--- src/sv/nvse_pkg.sv ---
// Package for the note volume slide envelope.
// Holds the beat and state types, slide mode codes and volume limits.
// No dependencies.
package nvse_pkg;

  localparam int unsigned VolWidth   = 7;
  localparam int unsigned ByteWidth  = 8;
  localparam int unsigned NibWidth   = 4;
  localparam int unsigned ModeWidth  = 2;

  localparam logic [VolWidth-1:0] VolMax   = 7'd64;
  localparam logic [NibWidth-1:0] NibMax   = 4'hF;
  localparam logic [NibWidth-1:0] NibZero  = 4'h0;

  localparam logic CmdNoteOn = 1'b0;
  localparam logic CmdTick   = 1'b1;

  typedef enum logic [ModeWidth-1:0] {
    SlideNone = 2'd0,
    SlideRise = 2'd1,
    SlideFall = 2'd2
  } slide_mode_e;

  typedef struct packed {
    logic                 command;
    logic [ByteWidth-1:0] effect_byte;
    logic [VolWidth-1:0]  start_volume;
  } item_t;

  typedef struct packed {
    logic [VolWidth-1:0]  volume;
    logic                 volume_written;
    logic [ModeWidth-1:0] slide_active;
  } result_t;

  typedef struct packed {
    logic [ByteWidth-1:0] remembered_param;
    logic [NibWidth-1:0]  slide_rate;
    logic [VolWidth-1:0]  current_volume;
    slide_mode_e          slide_mode;
  } state_t;

endpackage

--- src/sv/nvse_if.sv ---
// Valid/ready channel interfaces for the note volume slide envelope.
// Depends on nvse_pkg for the field widths.
interface nvse_in_if;
  logic                          valid;
  logic                          ready;
  logic                          command;
  logic [nvse_pkg::ByteWidth-1:0] effect_byte;
  logic [nvse_pkg::VolWidth-1:0]  start_volume;

  modport source (output valid, command, effect_byte, start_volume, input ready);
  modport sink   (input valid, command, effect_byte, start_volume, output ready);
endinterface

interface nvse_out_if;
  logic                           valid;
  logic                           ready;
  logic [nvse_pkg::VolWidth-1:0]  volume;
  logic                           volume_written;
  logic [nvse_pkg::ModeWidth-1:0] slide_active;

  modport source (output valid, volume, volume_written, slide_active, input ready);
  modport sink   (input valid, volume, volume_written, slide_active, output ready);
endinterface

--- src/sv/note_volume_slide_envelope.sv ---
// A beat accepted on the input is held in the input register; its result is then registered in the result register.
// Throughput: one beat per cycle while the result is taken; the input register and the result register
// advance together, so input ready stays high while the result is taken.
// The state update is a single add or subtract with a clamp in nvse_step.
// Reset clears the channel state (volume 0, no slide, nothing remembered)
// and empties both registers.
module note_volume_slide_envelope (
  input  logic              clk_i,
  input  logic              rst_ni,
  nvse_in_if.sink           in_i,
  nvse_out_if.source        out_o
);

  logic              s1_valid_q;
  nvse_pkg::item_t   s1_item_q;
  logic              out_valid_q;
  nvse_pkg::result_t result_q;
  nvse_pkg::state_t  state_q;
  nvse_pkg::state_t  state_d;
  nvse_pkg::result_t result_d;
  logic              advance;
  logic              in_fire;

  // The held beat moves on whenever the result register is free or emptying.
  assign advance  = s1_valid_q & (~out_valid_q | out_o.ready);
  assign in_i.ready = ~s1_valid_q | advance;
  assign in_fire  = in_i.valid & in_i.ready;

  nvse_step u_step (
    .item_i   (s1_item_q),
    .state_i  (state_q),
    .state_o  (state_d),
    .result_o (result_d)
  );

  always_ff @(posedge clk_i or negedge rst_ni) begin
    if (!rst_ni) begin
      s1_valid_q  <= 1'b0;
      out_valid_q <= 1'b0;
      state_q     <= '{remembered_param: '0, slide_rate: '0, current_volume: '0,
                       slide_mode: nvse_pkg::SlideNone};
    end else begin
      if (in_i.ready) begin
        s1_valid_q <= in_i.valid;
      end
      if (advance) begin
        out_valid_q <= 1'b1;
        state_q     <= state_d;
      end else if (out_o.ready) begin
        out_valid_q <= 1'b0;
      end
    end
  end

  always_ff @(posedge clk_i) begin
    if (in_fire) begin
      s1_item_q.command      <= in_i.command;
      s1_item_q.effect_byte  <= in_i.effect_byte;
      s1_item_q.start_volume <= in_i.start_volume;
    end
    if (advance) begin
      result_q <= result_d;
    end
  end

  assign out_o.valid          = out_valid_q;
  assign out_o.volume         = result_q.volume;
  assign out_o.volume_written = result_q.volume_written;
  assign out_o.slide_active   = result_q.slide_active;

  a_vol_in_range : assert property (@(posedge clk_i) disable iff (!rst_ni)
    state_q.current_volume <= nvse_pkg::VolMax)
    else $error("channel volume above the upper limit");

  a_accept_loads : assert property (@(posedge clk_i) disable iff (!rst_ni)
    in_fire |=> s1_valid_q)
    else $error("accepted beat not held in the input register");

  a_advance_shows : assert property (@(posedge clk_i) disable iff (!rst_ni)
    advance |=> out_valid_q)
    else $error("advanced beat produced no result");

  a_idle_tick : assert property (@(posedge clk_i) disable iff (!rst_ni)
    advance && s1_item_q.command == nvse_pkg::CmdTick &&
    state_q.slide_mode == nvse_pkg::SlideNone |=> !result_q.volume_written)
    else $error("tick without a slide wrote the volume");

endmodule

--- src/sv/nvse_step.sv ---
// Combinational update of the channel state for one beat.
// Decodes a note-on parameter or applies a tick, with clamping at 0 and 64.
// Depends on nvse_pkg.
module nvse_step (
  input  nvse_pkg::item_t   item_i,
  input  nvse_pkg::state_t  state_i,
  output nvse_pkg::state_t  state_o,
  output nvse_pkg::result_t result_o
);

  logic [nvse_pkg::ByteWidth-1:0] param;
  logic [nvse_pkg::NibWidth-1:0]  hi_nib;
  logic [nvse_pkg::NibWidth-1:0]  lo_nib;
  logic [nvse_pkg::VolWidth-1:0]  base_vol;
  logic [nvse_pkg::NibWidth-1:0]  rate;
  nvse_pkg::slide_mode_e          base_mode;
  logic                           do_rise;
  logic                           do_fall;
  logic [nvse_pkg::VolWidth:0]    rise_sum;
  logic [nvse_pkg::VolWidth-1:0]  rate_ext;
  logic [nvse_pkg::VolWidth-1:0]  vol_next;
  nvse_pkg::slide_mode_e          mode_next;

  assign param  = (item_i.effect_byte != '0) ? item_i.effect_byte : state_i.remembered_param;
  assign hi_nib = param[nvse_pkg::ByteWidth-1:nvse_pkg::NibWidth];
  assign lo_nib = param[nvse_pkg::NibWidth-1:0];

  always_comb begin
    base_vol  = state_i.current_volume;
    base_mode = state_i.slide_mode;
    rate      = state_i.slide_rate;
    do_rise   = 1'b0;
    do_fall   = 1'b0;
    unique case (item_i.command)
      nvse_pkg::CmdNoteOn: begin
        base_vol  = (item_i.start_volume > nvse_pkg::VolMax) ? nvse_pkg::VolMax
                                                             : item_i.start_volume;
        base_mode = nvse_pkg::SlideNone;
        priority if (lo_nib == nvse_pkg::NibZero) begin
          rate      = hi_nib;
          base_mode = nvse_pkg::SlideRise;
          do_rise   = (hi_nib == nvse_pkg::NibMax);
        end else if (hi_nib == nvse_pkg::NibZero) begin
          rate      = lo_nib;
          base_mode = nvse_pkg::SlideFall;
          do_fall   = (lo_nib == nvse_pkg::NibMax);
        end else if (lo_nib == nvse_pkg::NibMax) begin
          rate    = hi_nib;
          do_rise = 1'b1;
        end else if (hi_nib == nvse_pkg::NibMax) begin
          rate    = lo_nib;
          do_fall = 1'b1;
        end else begin
          rate = state_i.slide_rate;
        end
      end
      default: begin
        do_rise = (state_i.slide_mode == nvse_pkg::SlideRise);
        do_fall = (state_i.slide_mode == nvse_pkg::SlideFall);
      end
    endcase
  end

  assign rate_ext = {{(nvse_pkg::VolWidth-nvse_pkg::NibWidth){1'b0}}, rate};
  assign rise_sum = {1'b0, base_vol} + {1'b0, rate_ext};

  // Reaching either limit parks the volume there and ends the slide.
  always_comb begin
    vol_next  = base_vol;
    mode_next = base_mode;
    if (do_rise) begin
      if (rise_sum >= {1'b0, nvse_pkg::VolMax}) begin
        vol_next  = nvse_pkg::VolMax;
        mode_next = nvse_pkg::SlideNone;
      end else begin
        vol_next = rise_sum[nvse_pkg::VolWidth-1:0];
      end
    end else if (do_fall) begin
      if (base_vol <= rate_ext) begin
        vol_next  = '0;
        mode_next = nvse_pkg::SlideNone;
      end else begin
        vol_next = base_vol - rate_ext;
      end
    end
  end

  // A tick ignores its parameter byte, so only a note-on may change the remembered one.
  assign state_o.remembered_param = (item_i.command == nvse_pkg::CmdNoteOn)
                                    ? param : state_i.remembered_param;
  assign state_o.slide_rate       = rate;
  assign state_o.current_volume   = vol_next;
  assign state_o.slide_mode       = mode_next;

  assign result_o.volume         = vol_next;
  assign result_o.volume_written = do_rise | do_fall;
  assign result_o.slide_active   = mode_next;

endmodule

--- src/flat_wrapper.sv ---
// flat-port wrapper written by rule: the top's interface ports become plain ports
module note_volume_slide_envelope_flat 
  (clk_i, rst_ni, in_i_valid, in_i_command, in_i_effect_byte, in_i_start_volume, in_i_ready, out_o_valid, out_o_volume, out_o_volume_written, out_o_slide_active, out_o_ready);
  nvse_in_if in_i_i ();
  nvse_out_if out_o_i ();
  input  logic clk_i;
  input  logic rst_ni;
  input wire logic [$bits(in_i_i.valid)-1:0] in_i_valid;
  input wire logic [$bits(in_i_i.command)-1:0] in_i_command;
  input wire logic [$bits(in_i_i.effect_byte)-1:0] in_i_effect_byte;
  input wire logic [$bits(in_i_i.start_volume)-1:0] in_i_start_volume;
  output wire logic [$bits(in_i_i.ready)-1:0] in_i_ready;
  output wire logic [$bits(out_o_i.valid)-1:0] out_o_valid;
  output wire logic [$bits(out_o_i.volume)-1:0] out_o_volume;
  output wire logic [$bits(out_o_i.volume_written)-1:0] out_o_volume_written;
  output wire logic [$bits(out_o_i.slide_active)-1:0] out_o_slide_active;
  input wire logic [$bits(out_o_i.ready)-1:0] out_o_ready;
  assign in_i_i.valid = in_i_valid;
  assign in_i_i.command = in_i_command;
  assign in_i_i.effect_byte = in_i_effect_byte;
  assign in_i_i.start_volume = in_i_start_volume;
  assign in_i_ready = in_i_i.ready;
  assign out_o_valid = out_o_i.valid;
  assign out_o_volume = out_o_i.volume;
  assign out_o_volume_written = out_o_i.volume_written;
  assign out_o_slide_active = out_o_i.slide_active;
  assign out_o_i.ready = out_o_ready;
  note_volume_slide_envelope u_core (.clk_i(clk_i), .rst_ni(rst_ni), .in_i(in_i_i), .out_o(out_o_i));
endmodule
--- config.mk ---
export PLATFORM = sky130hd
export DESIGN_NAME = note_volume_slide_envelope_flat
export DESIGN_NICKNAME = d
export VERILOG_FILES = /design/src/sv/nvse_pkg.sv /design/src/sv/nvse_if.sv /design/src/sv/note_volume_slide_envelope.sv /design/src/sv/nvse_step.sv /design/src/flat_wrapper.sv
export SDC_FILE = /design/constraint.sdc
export NUM_CORES = 1
export LEC_CHECK = 0
export ABC_AREA = 1
export BUFFER_PORTS_ARGS = -buffer_cell sky130_fd_sc_hd__buf_2
export CORE_UTILIZATION = 30
export DETAILED_ROUTE_END_ITERATION = 8
export PLACE_DENSITY_LB_ADDON = 0.1
export SYNTH_ARGS = -nofsm -noshare
export SYNTH_HDL_FRONTEND = slang
export SYNTH_SLANG_ARGS = --single-unit
export TNS_END_PERCENT = 20
--- constraint.sdc ---
create_clock -name clk_i -period 7.2 [get_ports clk_i]
set_clock_uncertainty 0.15 [all_clocks]
set_input_delay 1.44 -clock clk_i [delete_from_list [all_inputs] [get_ports clk_i]]
set_output_delay 1.44 -clock clk_i [all_outputs]
set_load 0.02 [all_outputs]
==> results.toml <==
[sta]
worst-slew-pin-transition_ns = 0.816
tns_ns = 0
final-setup-viol-count = 0
fin_crit_sh_pct = 56.8
fin_worst_hold_slack_ns = 0.339
max_clock_freq_mhz = 245
rsz0062_at_grt = "false"
final_period_minus_worst_setup_slack_ns = 4.09
worst_relative_slew_slack_pct = 45.6
hold_violations = 0
report.final.slew_viol_count = 0

[route]
total_via_count_in_the_routed_design = 2323
drt-wirelength-per-cell_um = 12.8
route.detailed.drc = 0
postRouteWirelength_mm = 6.59
wl_met3_um = 408
detail_route.vias_per_cell = 4.50
dr.pass1.iters = 4
met2_layer_wire_length_in_the_routed_design_mm = 2.81
route.top_layer_used = "met4"
wl_met1_mm = 3.26
initialDrtViolationCount = 157
drt.antenna.violating_nets = 0

[power_and_ir_drop]
ir_drop_mv = 0.108
leakage_nw = 1.64
power_density_nw_per_um2 = 306

[grt]
grt_remaining_overflow = 0
grt_first_pass_wirelength_mm = 11.3
grt_max_degree = 24
vias_in_the_first_global_route = 2291
grt_antenna_before_repair = 0
all_layer_global_routing_usage_pct = 14.5

[placement]
dp_hpwl_mm = 5.09
placedCellCount = 508
portBuffers = 31
gp_congestion = 0.917

[final_layout]
fillerInstances = 978
nets = 416
area_growth_pct = 13.9
final_layout_size_suffix_gt1_share_pct = 15.0
n_antenna_cell = 0
finish.cell_count_without_fillers = 516
final_core_utilization_pct = 35.4

[outcome]
outcome = "complete, no violations"

[min_path]
hp-start = "u_core.state_q[17]$_DFFE_PN0P_"
holdCritPathClass = "reg2reg"
timing.hold.worst_path_depth = 2
min_to = "u_core.state_q[17]$_DFFE_PN0P_"

[setup_path]
timing.critical_path.slowest_cell_delay_ns = 0.41
timing.critical_path.mode_cell = "sky130_fd_sc_hd__nand2_1"
setup.reg_to_reg.worst_slack_ns = 3.11
timing.critical_path.from_type = "flip-flop"
crit-reg2reg-capture = "u_core.state_q[4]$_DFFE_PN0P_"
cp_cell_sequence = "nor2_1, nand2_1, nor2_4, nand2_1, nand2_2, nor2_1, nand2_2, clkinv_1, nor4_1, nor2_1, nand2_1, inv_1, ha_1, inv_1, a21oi_1, o21ai_0, nand4_1, o21ai_2, inv_1, o21ai_1, nand3_1, nand2_1"
r2r_cells = 22
crit_path_max_fanout = 8
worstSetupEndpointType = "flip-flop"
critical_path_data_required_time_ns = 7.29
arrival_ns = 4.18
r2r_start = "u_core.s1_item_q[13]$_DFFE_PP_"
cp_slowest_cell = "sky130_fd_sc_hd__ha_1"
setup.worst_path.class = "reg2reg"

[clocking]
ctsLongestPathBuffers = 2
clock_latency_ns = 0.30
cell_chosen_for_the_clock_root = "sky130_fd_sc_hd__clkbuf_8"
tritoncts = "done"
clock_sinks = 49
number_of_resized_instances_in_the_post_cts_repair_step = 0
cts_setup_buffers = 0
clock_tree.htree_level_count = 2
path_clk_slew_ns = 0.09
post_cts_hold_buffer_count = 0
cts_inserted_buffers = 5

[die]
design.core.area_um2 = 9240
rows = 35
design.die.area_um2 = 9960
die_height_um = 99.8
top_level_ports = 32
die_w_um = 99.8
initial_core_util_pct = 31.0

[yosys]
synth_fp_nets = 384
synth.lib_cells_used.distinct = 35
synthesis.instances = 354
synth_ff_type = "sky130_fd_sc_hd__edfxtp_1"
syn-cell-area_um2 = 2870
ys_async_sr_fraction_pct = 46.9
post_synth_edffs = 26
synth-seq-area-share_pct = 47.3
count_of_state_elements_after_synthesis = 49
synthesis.yosys.warnings = 0
syn_area_per_cell_um2 = 8.10

[flow_run]
max_cap_violations = 0
-- registers in the layout (all words and copies together), names as in the netlist --
register / count
u_core.state_q: 21
u_core.s1_item_q: 16
u_core.out_o.volume: 7
u_core.out_o.slide_active: 2
u_core.out_o.valid: 1
u_core.out_o.volume_written: 1
u_core.s1_valid_q: 1
-- worst max-delay path, delay by kind of cell (launching register included) --
family	cells	cell delay, ns
fa+ha+maj	1	0.41
buf+inv	4	0.46
compound gates	4	0.88
simple gates	13	1.73
flops	1	0.39
-- cell usage in the layout (no fill, tap or decap), types with 2 or more instances in the layout --
cell	netlist	layout
sky130_fd_sc_hd__and2_1	4	4
sky130_fd_sc_hd__dfrtp_1	23	23
sky130_fd_sc_hd__inv_1	45	45
sky130_fd_sc_hd__xor2_1	6	6
sky130_fd_sc_hd__nor2_4	2	2
sky130_fd_sc_hd__nor2_1	21	21
sky130_fd_sc_hd__a22oi_1	4	4
sky130_fd_sc_hd__o211ai_1	2	2
sky130_fd_sc_hd__o21ai_0	17	17
sky130_fd_sc_hd__o21ai_1	3	3
sky130_fd_sc_hd__nand2_2	13	13
sky130_fd_sc_hd__o2111ai_1	2	2
sky130_fd_sc_hd__a21oi_1	7	7
sky130_fd_sc_hd__edfxtp_1	26	26
sky130_fd_sc_hd__nand4_1	3	3
sky130_fd_sc_hd__clkinv_1	1	2
sky130_fd_sc_hd__fa_1	2	2
sky130_fd_sc_hd__o22ai_1	2	2
sky130_fd_sc_hd__nand3_1	31	31
sky130_fd_sc_hd__buf_2	1	31
sky130_fd_sc_hd__ha_1	8	8
sky130_fd_sc_hd__nand2_1	114	114
sky130_fd_sc_hd__clkbuf_8	0	5
-- stage by stage --
stage | instance area, µm² | worst slack [ns] | total power (W)
finish | 3270 | 3.11 | 0.00100
global route | 3270 | 2.76 | 0.00109
CTS | 3270 | 3.17 | 0.00101
detailed placement | 3160 | 3.25 | 0.000808
global placement | 3160 | 3.15 | 0.000814
floorplan | 2870 | 3.82 | 0.000704
-- kinds of logic (layout without fill, tap and decap cells) --
| kind of cell | Yosys count | count (layout) | share of synthesized area, % |
|---|---|---|---|
| AND/OR/NAND/NOR | 194 | 194 | 30.1 |
| buffers and inverters | 53 | 86 | 7.15 |
| flip-flops | 49 | 49 | 47.3 |
| AO/OA/AOI/OAI | 41 | 41 | 8.46 |
| adder cells (fa/ha/maj) | 10 | 10 | 4.88 |
| XOR/XNOR | 7 | 7 | 2.14 |
-- how the worst max path moves through the flow --
stage                                    from                                to  cells after the start
4_1_cts        u_core.s1_item_q[13]$_DFFE_PP_     u_core.state_q[4]$_DFFE_PN0P_                     22
3_5_place_dp   u_core.s1_item_q[13]$_DFFE_PP_     u_core.state_q[4]$_DFFE_PN0P_                     22
5_1_grt        u_core.s1_item_q[13]$_DFFE_PP_     u_core.state_q[2]$_DFFE_PN0P_                     22
3_3_place_gp   u_core.s1_item_q[13]$_DFFE_PP_     u_core.state_q[4]$_DFFE_PN0P_                     22
2_1_floorplan  u_core.s1_item_q[12]$_DFFE_PP_  u_core.out_o.volume[2]$_DFFE_PP_                     22
6_report       u_core.s1_item_q[13]$_DFFE_PP_     u_core.state_q[4]$_DFFE_PN0P_                     22
-- synthesized netlist by cell type (all sizes together) (2+ instances only) --
cell / number / area share (%)
a21oi: 8 / 1.5
a22oi: 4 / 1.0
and2: 4 / 0.87
clkbuf: 5 / 0.65
clkinv: 2 / 0.44
dfrtp: 23 / 20
edfxtp: 26 / 27
fa: 2 / 1.4
ha: 8 / 3.5
inv: 45 / 5.9
nand2: 128 / 18
nand3: 32 / 6.0
nand4: 3 / 0.65
nor2: 24 / 3.8
o2111ai: 2 / 0.61
o211ai: 2 / 0.52
o21ai: 21 / 3.8
o22ai: 2 / 0.44
xor2: 6 / 1.8
-- power by group --
part | switching (W) | internal [W] | total, W
Clock | 0.0000938 | 0.000103 | 0.000197
Combinational | 0.000264 | 0.000143 | 0.000407
Sequential | 0.0000327 | 0.000365 | 0.000398
Total | 0.000391 | 0.000610 | 0.00100
-- final cells by class --
class	instances	area [µm²]	area share [%]
flip-flops and latches	49	1360	41.5
well taps	129	161	4.94
multi-input cells	252	1310	40.0
repair buffers	31	155	4.75
inverters	47	181	5.55
clock buffers	6	72.6	2.22
clock inverters	2	33.8	1.03
-- metal layers --
layer  GRT usage (%)  vias to the layer above
li1                -                     1204
met1            20.5                     1022
met2            22.7                       80
met3            2.86                       17
met4            4.07                        0
met5               0                        -
No activity file was read; power rests on OpenSTA's default activity.
